[config.mk]
export PLATFORM = sky130hd
export DESIGN_NAME = sdm_engine
export DESIGN_NICKNAME = d
export VERILOG_FILES = /design/src/hdl/signal_disposition_mask_unit_macros.svh /design/src/hdl/sdm_pkg.sv /design/src/hdl/sdm_engine.sv
export SDC_FILE = /design/constraint.sdc
export NUM_CORES = 1
export LEC_CHECK = 0
export BUFFER_PORTS_ARGS = -buffer_cell sky130_fd_sc_hd__buf_4
export CORE_AREA = 2 2 367 369
export DETAILED_ROUTE_END_ITERATION = 6
export DIE_AREA = 0 0 369 371
export PLACE_DENSITY_LB_ADDON = 0.3
export SLEW_MARGIN = 20
export SYNTH_ARGS = -nofsm -noshare
export SYNTH_HDL_FRONTEND = slang
export SYNTH_SLANG_ARGS = --single-unit
[constraint.sdc]
create_clock -name vclk -period 4.2
set_clock_uncertainty 0.05 [all_clocks]
set_input_delay 0.42 -clock vclk [all_inputs]
set_output_delay 0.42 -clock vclk [all_outputs]
set_load 0.02 [all_outputs]
[src/hdl/signal_disposition_mask_unit_macros.svh]
// Assertion macros shared by the signal disposition mask unit RTL.
// Depends on nothing; included by files that carry concurrent checks.
`ifndef SIGNAL_DISPOSITION_MASK_UNIT_MACROS_SVH
`define SIGNAL_DISPOSITION_MASK_UNIT_MACROS_SVH

// same-cycle implication
`define SDM_ASSERT_HOLDS(label, clk, rst, ante, cons) \
   label: assert property (@(posedge clk) disable iff (rst) (ante) |-> (cons)) \
      else $error("sdm assertion failed");

// next-cycle implication
`define SDM_ASSERT_NEXT(label, clk, rst, ante, cons) \
   label: assert property (@(posedge clk) disable iff (rst) (ante) |=> (cons)) \
      else $error("sdm assertion failed");

`endif

[src/hdl/sdm_pkg.sv]
// Types, constants and codes of the signal disposition mask unit.
// No dependencies; used by sdm_action_ram, sdm_engine and the top level.
package sdm_pkg;

   localparam int MAX_SIG_DEFAULT = 63;
   localparam int MASK_W          = 64;
   localparam int MASK_IDX_W      = 6;

   localparam logic [31:0] FL_SUPPORTED = 32'hD800_0007;
   localparam logic [31:0] FL_NODEFER   = 32'h4000_0000;
   localparam logic [31:0] FL_RESETHAND = 32'h8000_0000;

   localparam logic [63:0] UNBLOCKABLE = 64'h0000_0000_0008_0200;
   localparam logic [63:0] TERM_SET    = 64'h0000_0000_AF00_FFFE;
   localparam logic [63:0] CORE_SET    = 64'h0000_0000_8300_09F8;
   localparam logic [63:0] LOW_WORD    = 64'h0000_0000_FFFF_FFFF;

   localparam logic [7:0]  EXIT_BASE   = 8'd128;
   localparam logic [63:0] HANDLER_DFL = 64'd0;
   localparam logic [63:0] HANDLER_IGN = 64'd1;

   localparam logic [6:0] SIG_KILL = 7'd9;
   localparam logic [6:0] SIG_STOP = 7'd19;

   localparam logic [3:0] SET_SIZE_4 = 4'd4;
   localparam logic [3:0] SET_SIZE_8 = 4'd8;

   localparam logic [1:0] OP_SET_ACTION   = 2'd0;
   localparam logic [1:0] OP_RESET_ACTION = 2'd1;
   localparam logic [1:0] OP_CHANGE_MASK  = 2'd2;
   localparam logic [1:0] OP_DELIVER      = 2'd3;

   localparam logic [1:0] HOW_BLOCK   = 2'd0;
   localparam logic [1:0] HOW_UNBLOCK = 2'd1;
   localparam logic [1:0] HOW_SETMASK = 2'd2;
   localparam logic [1:0] HOW_BAD     = 2'd3;

   localparam logic [2:0] DISP_HANDLER   = 3'd0;
   localparam logic [2:0] DISP_INVALID   = 3'd1;
   localparam logic [2:0] DISP_BLOCKED   = 3'd2;
   localparam logic [2:0] DISP_IGNORED   = 3'd3;
   localparam logic [2:0] DISP_DFL_IGN   = 3'd4;
   localparam logic [2:0] DISP_TERMINATE = 3'd5;

   localparam logic STATUS_OK  = 1'b0;
   localparam logic STATUS_INV = 1'b1;

   typedef struct packed {
      logic        installed;
      logic [63:0] handler;
      logic [31:0] flags;
      logic [63:0] amask;
   } action_type;

   typedef struct packed {
      logic [1:0]  opcode;
      logic [6:0]  signal_number;
      logic [63:0] handler_value;
      logic [31:0] action_flag_bits;
      logic [63:0] set_value;
      logic [1:0]  mask_how;
      logic        has_new_set;
      logic [3:0]  set_size;
   } req_type;

   typedef struct packed {
      logic        status;
      logic [2:0]  disposition;
      logic [63:0] handler_address;
      logic [31:0] flags_out;
      logic [63:0] action_mask_out;
      logic [63:0] old_signal_mask;
      logic [63:0] new_signal_mask;
      logic [7:0]  exit_value;
      logic        core_dump;
      logic        terminated;
   } rsp_type;

   typedef struct packed {
      logic [63:0] blocked;
      logic        stopped;
      logic [7:0]  exit_value;
   } proc_state_type;

endpackage

[src/hdl/sdm_engine.sv]
// Request evaluation: decodes one request against its action entry and the
// process state, gives the response, table write-back and next state. Uses sdm_pkg.
module sdm_engine #(
   parameter int MAX_SIG = sdm_pkg::MAX_SIG_DEFAULT
) (
   input  sdm_pkg::req_type        req,
   input  sdm_pkg::action_type     ent,
   input  sdm_pkg::proc_state_type cur,
   output sdm_pkg::rsp_type        rsp,
   output logic                    act_wr,
   output sdm_pkg::action_type     act_wdata,
   output sdm_pkg::proc_state_type nxt
);

   localparam logic [6:0] MAX_SIG_V = 7'(MAX_SIG);

   logic        sig_ok;
   logic        sig_prot;
   logic [63:0] sig_bit;

   assign sig_ok   = (req.signal_number != 7'd0) && (req.signal_number <= MAX_SIG_V);
   assign sig_prot = (req.signal_number == sdm_pkg::SIG_KILL) ||
                     (req.signal_number == sdm_pkg::SIG_STOP);
   assign sig_bit  = 64'd1 << req.signal_number[sdm_pkg::MASK_IDX_W-1:0];

   always_comb begin
      logic [63:0] opnd;
      logic [63:0] nm;
      rsp                 = '0;
      rsp.status          = sdm_pkg::STATUS_OK;
      rsp.disposition     = sdm_pkg::DISP_HANDLER;
      rsp.old_signal_mask = cur.blocked;
      act_wr              = 1'b0;
      act_wdata           = ent;
      nxt                 = cur;
      opnd                = '0;
      nm                  = '0;

      unique case (req.opcode)
         sdm_pkg::OP_SET_ACTION, sdm_pkg::OP_RESET_ACTION: begin
            if (!sig_ok || sig_prot) begin
               rsp.status = sdm_pkg::STATUS_INV;
            end else begin
               rsp.handler_address = ent.handler;
               rsp.flags_out       = ent.flags;
               rsp.action_mask_out = ent.amask;
               act_wr              = 1'b1;
               if (req.opcode == sdm_pkg::OP_SET_ACTION) begin
                  act_wdata.installed = 1'b1;
                  act_wdata.handler   = req.handler_value;
                  act_wdata.flags     = req.action_flag_bits & sdm_pkg::FL_SUPPORTED;
                  act_wdata.amask     = req.set_value;
               end else begin
                  act_wdata = '0;
               end
            end
         end
         sdm_pkg::OP_CHANGE_MASK: begin
            if (req.set_size != sdm_pkg::SET_SIZE_4 && req.set_size != sdm_pkg::SET_SIZE_8) begin
               rsp.status          = sdm_pkg::STATUS_INV;
               rsp.old_signal_mask = '0;
            end else begin
               if (req.set_size == sdm_pkg::SET_SIZE_4) begin
                  rsp.old_signal_mask = cur.blocked & sdm_pkg::LOW_WORD;
                  opnd                = req.set_value & sdm_pkg::LOW_WORD;
               end else begin
                  opnd = req.set_value;
               end
               opnd = opnd & ~sdm_pkg::UNBLOCKABLE;
               if (req.has_new_set) begin
                  unique case (req.mask_how)
                     sdm_pkg::HOW_BLOCK:   nxt.blocked = cur.blocked | opnd;
                     sdm_pkg::HOW_UNBLOCK: nxt.blocked = cur.blocked & ~opnd;
                     sdm_pkg::HOW_SETMASK: nxt.blocked = opnd;
                     sdm_pkg::HOW_BAD:     rsp.status  = sdm_pkg::STATUS_INV;
                     default:              rsp.status  = sdm_pkg::STATUS_INV;
                  endcase
               end
            end
         end
         sdm_pkg::OP_DELIVER: begin
            if (!sig_ok) begin
               rsp.status      = sdm_pkg::STATUS_INV;
               rsp.disposition = sdm_pkg::DISP_INVALID;
            end else if (((cur.blocked & sig_bit) != '0) && !sig_prot) begin
               rsp.disposition = sdm_pkg::DISP_BLOCKED;
            end else if (ent.installed && ent.handler == sdm_pkg::HANDLER_IGN) begin
               rsp.disposition = sdm_pkg::DISP_IGNORED;
            end else if (!ent.installed || ent.handler == sdm_pkg::HANDLER_DFL) begin
               if ((sdm_pkg::TERM_SET & sig_bit) != '0) begin
                  rsp.disposition = sdm_pkg::DISP_TERMINATE;
                  nxt.stopped     = 1'b1;
                  nxt.exit_value  = sdm_pkg::EXIT_BASE + {1'b0, req.signal_number};
                  rsp.core_dump   = (sdm_pkg::CORE_SET & sig_bit) != '0;
               end else begin
                  rsp.disposition = sdm_pkg::DISP_DFL_IGN;
               end
            end else begin
               rsp.disposition     = sdm_pkg::DISP_HANDLER;
               rsp.handler_address = ent.handler;
               nm                  = cur.blocked | ent.amask;
               if ((ent.flags & sdm_pkg::FL_NODEFER) == '0) begin
                  nm = nm | sig_bit;
               end
               nxt.blocked = nm & ~sdm_pkg::UNBLOCKABLE;
               if ((ent.flags & sdm_pkg::FL_RESETHAND) != '0) begin
                  act_wr            = 1'b1;
                  act_wdata.handler = sdm_pkg::HANDLER_DFL;
               end
            end
         end
         default: rsp.status = sdm_pkg::STATUS_INV;
      endcase

      rsp.new_signal_mask = nxt.blocked;
      rsp.exit_value      = nxt.exit_value;
      rsp.terminated      = nxt.stopped;
   end

endmodule

==> results of run 1 <==
path summary, 6_finish.rpt:
path | start | endpoint | slack, ps | depth (start not counted)
worst min-delay path | ent[64] | act_wdata[64] | 1090 | 4
worst max-delay path | req[168] | act_wdata[107] | 140 | 12
power groups by stage:
stage               combinational [mW]    clock, mW  sequential, mW
finish                            2.18  0.000000120               0
global route                      2.30            0               0
CTS                               2.22            0               0
detailed placement                2.21            0               0
global placement                  2.21            0               0
floorplan                        0.922            0               0
placed cells by master (no fill, tap or decap), drive strengths merged, types with 7 or more instances in the layout:
cell type / n
nand3: 78
mux2: 11
buf: 1016
and2: 125
nor4: 17
nor2: 15
o211ai: 34
nor2b: 131
mux2i: 10
and3: 7
nand4: 7
a21oi: 107
o21ai: 100
a22oi: 32
a22o: 66
nand2: 189
nor3: 11
diode: 10
through the flow:
stage,std cells,util [%]
2_1_floorplan,1198,-
3_3_place_gp,3794,12.2
3_5_place_dp,3794,12.2
4_1_cts,3794,12.2
5_1_grt,3794,12.2
6_report,3804,12.2
cell families (layout without fill, tap and decap cells):
kind of cell    after synthesis  after routing  synth area share [%]
compound gates              368            368                  34.0
other cells                   0             10                     0
simple gates                615            615                  47.5
buf+inv                     193           1021                  15.2
mux                          21             21                  3.22
xor+xnor                      1              1                 0.126
cell type report:
cell class	count	area share [%]
Multi-Input combinational cell	1005	37.8
Timing Repair Buffer	1016	48.3
Inverter	5	0.131
Antenna cell	10	0.155
Tap cell	1768	13.7
metal layers:
layer / vias up / global-route usage, % / share of wire (%)
met2: 687 / 22.1 / 46
met5: - / 0 / 0.052
met3: 32 / 1.85 / 6.6
met1: 6312 / 19.3 / 47
li1: 5845 / - / -
met4: 10 / 0.526 / 0.45
==> flow_summary.toml, run 1 <==
[timing]
timing.fmax_ghz = 0.246
finalWorstPathRequiredPeriod_ps = 4060
setup_slack_ps = 140
worst_pin_slew_ps = 995
holdWs_ps = 1090
max_slew_margin_pct = 33.7
fin_crit_sh_pct = 96.7
setup_viol = 0
setup_tns_ps = 0
rsz0062_at_grt = "false"
hold_viol = 0
drv_slew = 0

[finish]
clock_buffers = 0
multi_input_area_sq_um = 6110
fillerInstances = 15595
nets = 2438
seq_area_sq_um = 0
syn_to_final_growth_pct = 133
n_sequential_cell = 0
stdcell_area_sq_um = 16200
drive_above_1_share_pct = 52.4

[clocking]
cts_resized = 0
cts_setup_buffers = 0
ctsHoldBuffers = 0

[setup_path]
cp.arrival_ps = 3590
crit_required_ps = 3730
start_kind = "input port"
cpLargestDelayFamily = "buffers and inverters"
critPathCaptureType = "output pin"
crit_fanout = 41
slowest_delay_ps = 820
cp.buffers_inverters = 5
criticalPathCategory = "input port to output pin"
cp_slowest_cell = "nor4b_2"
crit_path_frequent_cell = "buf_4"
path_cells = "buf_4, buf_4, nor4b_2, a32oi_1, nor2_1, a2bb2oi_1, o41ai_4, buf_12, a31oi_4, buf_12, a22o_1, buf_4"

[die]
fp.coreArea_sq_um = 133000
ios = 947
die_width_microns = 369
placementRows = 134
fp.dieArea_sq_um = 137000
start_util_pct = 5.24
die_y_microns = 371

[global_route]
grt_pass1_vias = 12291
grt-ovfl-total = 0
grt_max_degree = 98
grtUsageTotal_pct = 13.4
grt_pass1_wl_microns = 123000
grt_antenna_before_repair = 31

[yosys]
yosysWarnings = 0
synth_nets = 1608
netlist_instances = 1198
syn_area_sq_um = 6960
synth_area_leader_cell = "nor2b_1"
ys_seq_area_share_pct = 0
synth_common_cells = "188 x nand2_1, 131 x nor2b_1, 125 x and2_1"
ys_types = 59
synth_top_area_share_pct = 11.8
avgSynthCellArea_sq_um = 5.81
synth_area_leaders = "nor2b_1 12%, and2_1 11%, nand2_1 10%"
synth.most_common_cell = "nand2_1"

[status]
status = "complete, no violations"

[power_and_ir_drop]
pwr-share-clk_pct = 0
p_seq_share_pct = 0
power_per_cell_area_nw_per_um2 = 135
switching_share_pct = 59.6
ir_worst_vdd_mv = 0.0522
power.leakage_nw = 7.58
power_mw = 2.18
power.switching_mw = 1.30
p_int_mw = 0.881
p_comb_share_pct = 100.0

[detailed_routing]
drt_wl_total_microns = 99000
drt-vias-per-instance = 3.39
wl_per_cell_microns = 26.0
drtIter0Drc = 1003
drc = 0
postRouteAntennaNets = 0
vias = 12886
first_pass_iters = 5

[placement]
post-place-ws_ps = 122
place.port_buffers = 922
gp_congestion = 0.894
place_hpwl_microns = 85300
dpl-instance-area_sq_um = 16200

[run]
drv_cap = 0

[min_path]
hold_path_class = "input port to output pin"
Power figures use the tool's default switching activity.
==> run 2: changes to the inputs <==
==> constraint.sdc (replaced) <==
create_clock -name vclk -period 4.7
set_clock_uncertainty 0.05 [all_clocks]
set_input_delay 0.47 -clock vclk [all_inputs]
set_output_delay 0.47 -clock vclk [all_outputs]
set_load 0.01 [all_outputs]
==> run 2 against run 1 <==
Compared with the run above:
- critical path depth is the same
- total power shrank 22%
- first-iteration DRC count shrank 10%
- flip-flop and latch count is the same
- combinational power shrank 22%
- global-route usage is essentially flat
- die area is the same
- worst hold slack gained 84 ps
- worst setup slack gained 140 ps
- count of clock-buffer cells in the layout is the same
- final area shrank 1.7%
- via count is essentially flat
- largest cell class unchanged
==> flow_summary.toml, run 2 (same netlist as run 1, synthesis figures left out) <==
[timing]
finalWorstPathRequiredPeriod_ps = 4420
fin_crit_sh_pct = 93.9
drv_slew = 0
timing.fmax_ghz = 0.226
setup_viol = 0
holdWs_ps = 1170
rsz0062_at_grt = "false"
worst_pin_slew_ps = 987
hold_viol = 0
max_slew_margin_pct = 34.2
setup_tns_ps = 0
setup_slack_ps = 285

[power_and_ir_drop]
ir_worst_vdd_mv = 0.0472
power_mw = 1.70
power.leakage_nw = 7.42
power_per_cell_area_nw_per_um2 = 107

[finish]
drive_above_1_share_pct = 51.8
seq_area_sq_um = 0
multi_input_area_sq_um = 6110
stdcell_area_sq_um = 15900
layout_common_cells = "983 x buf_4, 188 x nand2_1, 131 x nor2b_1, 123 x and2_1, 105 x a21oi_1"
utilization_pct = 12.0
nets = 2413
clock_buffers = 0
final_common_cell = "buf_4"
fin_cells = 3780
fillerInstances = 15607
n_sequential_cell = 0
syn_to_final_growth_pct = 129

[setup_path]
cp.arrival_ps = 3900
cpLargestDelayFamily = "buffers and inverters"
cp_slowest_cell = "o41ai_4"
crit_fanout = 19
path_cells = "buf_4, mux2i_1, buf_4, o31ai_1, o221ai_1, nand4b_1, o41ai_4, buf_4, nand3_2, buf_4, nor3_1, buf_4"
crit_path_frequent_cell = "buf_4"
start_kind = "input port"
cp.buffers_inverters = 5
slowest_delay_ps = 430
crit_required_ps = 4180
cp.depth = 12
criticalPathCategory = "input port to output pin"
critPathCaptureType = "output pin"

[placement]
dpl-instance-area_sq_um = 15900
place.port_buffers = 922
post-place-ws_ps = 69.2
dp.cells = 3769
gp_congestion = 0.876
place_hpwl_microns = 84900

[die]
placementRows = 134
die_y_microns = 371
ios = 947
fp.coreArea_sq_um = 133000
die_width_microns = 369
start_util_pct = 5.24
fp.dieArea_sq_um = 137000

[global_route]
grt-ovfl-total = 0
grt_max_degree = 85
grtUsageTotal_pct = 13.4
grt_antenna_before_repair = 33
grt_pass1_vias = 12144
grt_pass1_wl_microns = 123000

[detailed_routing]
vias = 12897
drt_wl_total_microns = 99000
first_pass_iters = 5
drc = 0
postRouteAntennaNets = 0
wl_per_cell_microns = 26.2
drtIter0Drc = 902
drt-vias-per-instance = 3.41

[status]
status = "complete, no violations"

[clocking]
cts_resized = 0
cts_setup_buffers = 0
ctsHoldBuffers = 0

[min_path]
min_delay_path_depth = 4
hold_path_class = "input port to output pin"
hp-start = "ent[65]"
min_to = "act_wdata[65]"

[run]
drv_cap = 0
[run 2: how the worst max path moves through the flow]
stage                        start  endpoint
after detailed placement  req[170]    rsp[1]
after global placement    req[170]    rsp[1]
after CTS                 req[170]    rsp[1]
after global routing      req[170]    rsp[1]
after floorplan           req[170]   rsp[11]
final                     req[170]    rsp[1]
[run 2: final cells by class]
type	count	share of cell area [%]
Tap cell	1768	13.9
Multi-Input combinational cell	1005	38.4
Inverter	5	0.134
Timing Repair Buffer	991	47.4
Antenna cell	11	0.173
[run 2: report_power, final]
group / internal [mW] / total (mW) / switching, mW / leakage [nW]
clock: 0.0000000778 / 0.0000000779 / 0 / 0.0000627
combinational: 0.759 / 1.70 / 0.936 / 7.42
sequential: 0 / 0 / 0 / 0
total: 0.759 / 1.70 / 0.936 / 7.42
[run 2: routing by layer]
metal	share of wire, %	vias up	GRT usage, %
li1	-	5804	-
met1	47	6317	19.4
met2	46	733	22.1
met3	6.1	35	1.85
met4	0.65	8	0.597
met5	0.054	-	0
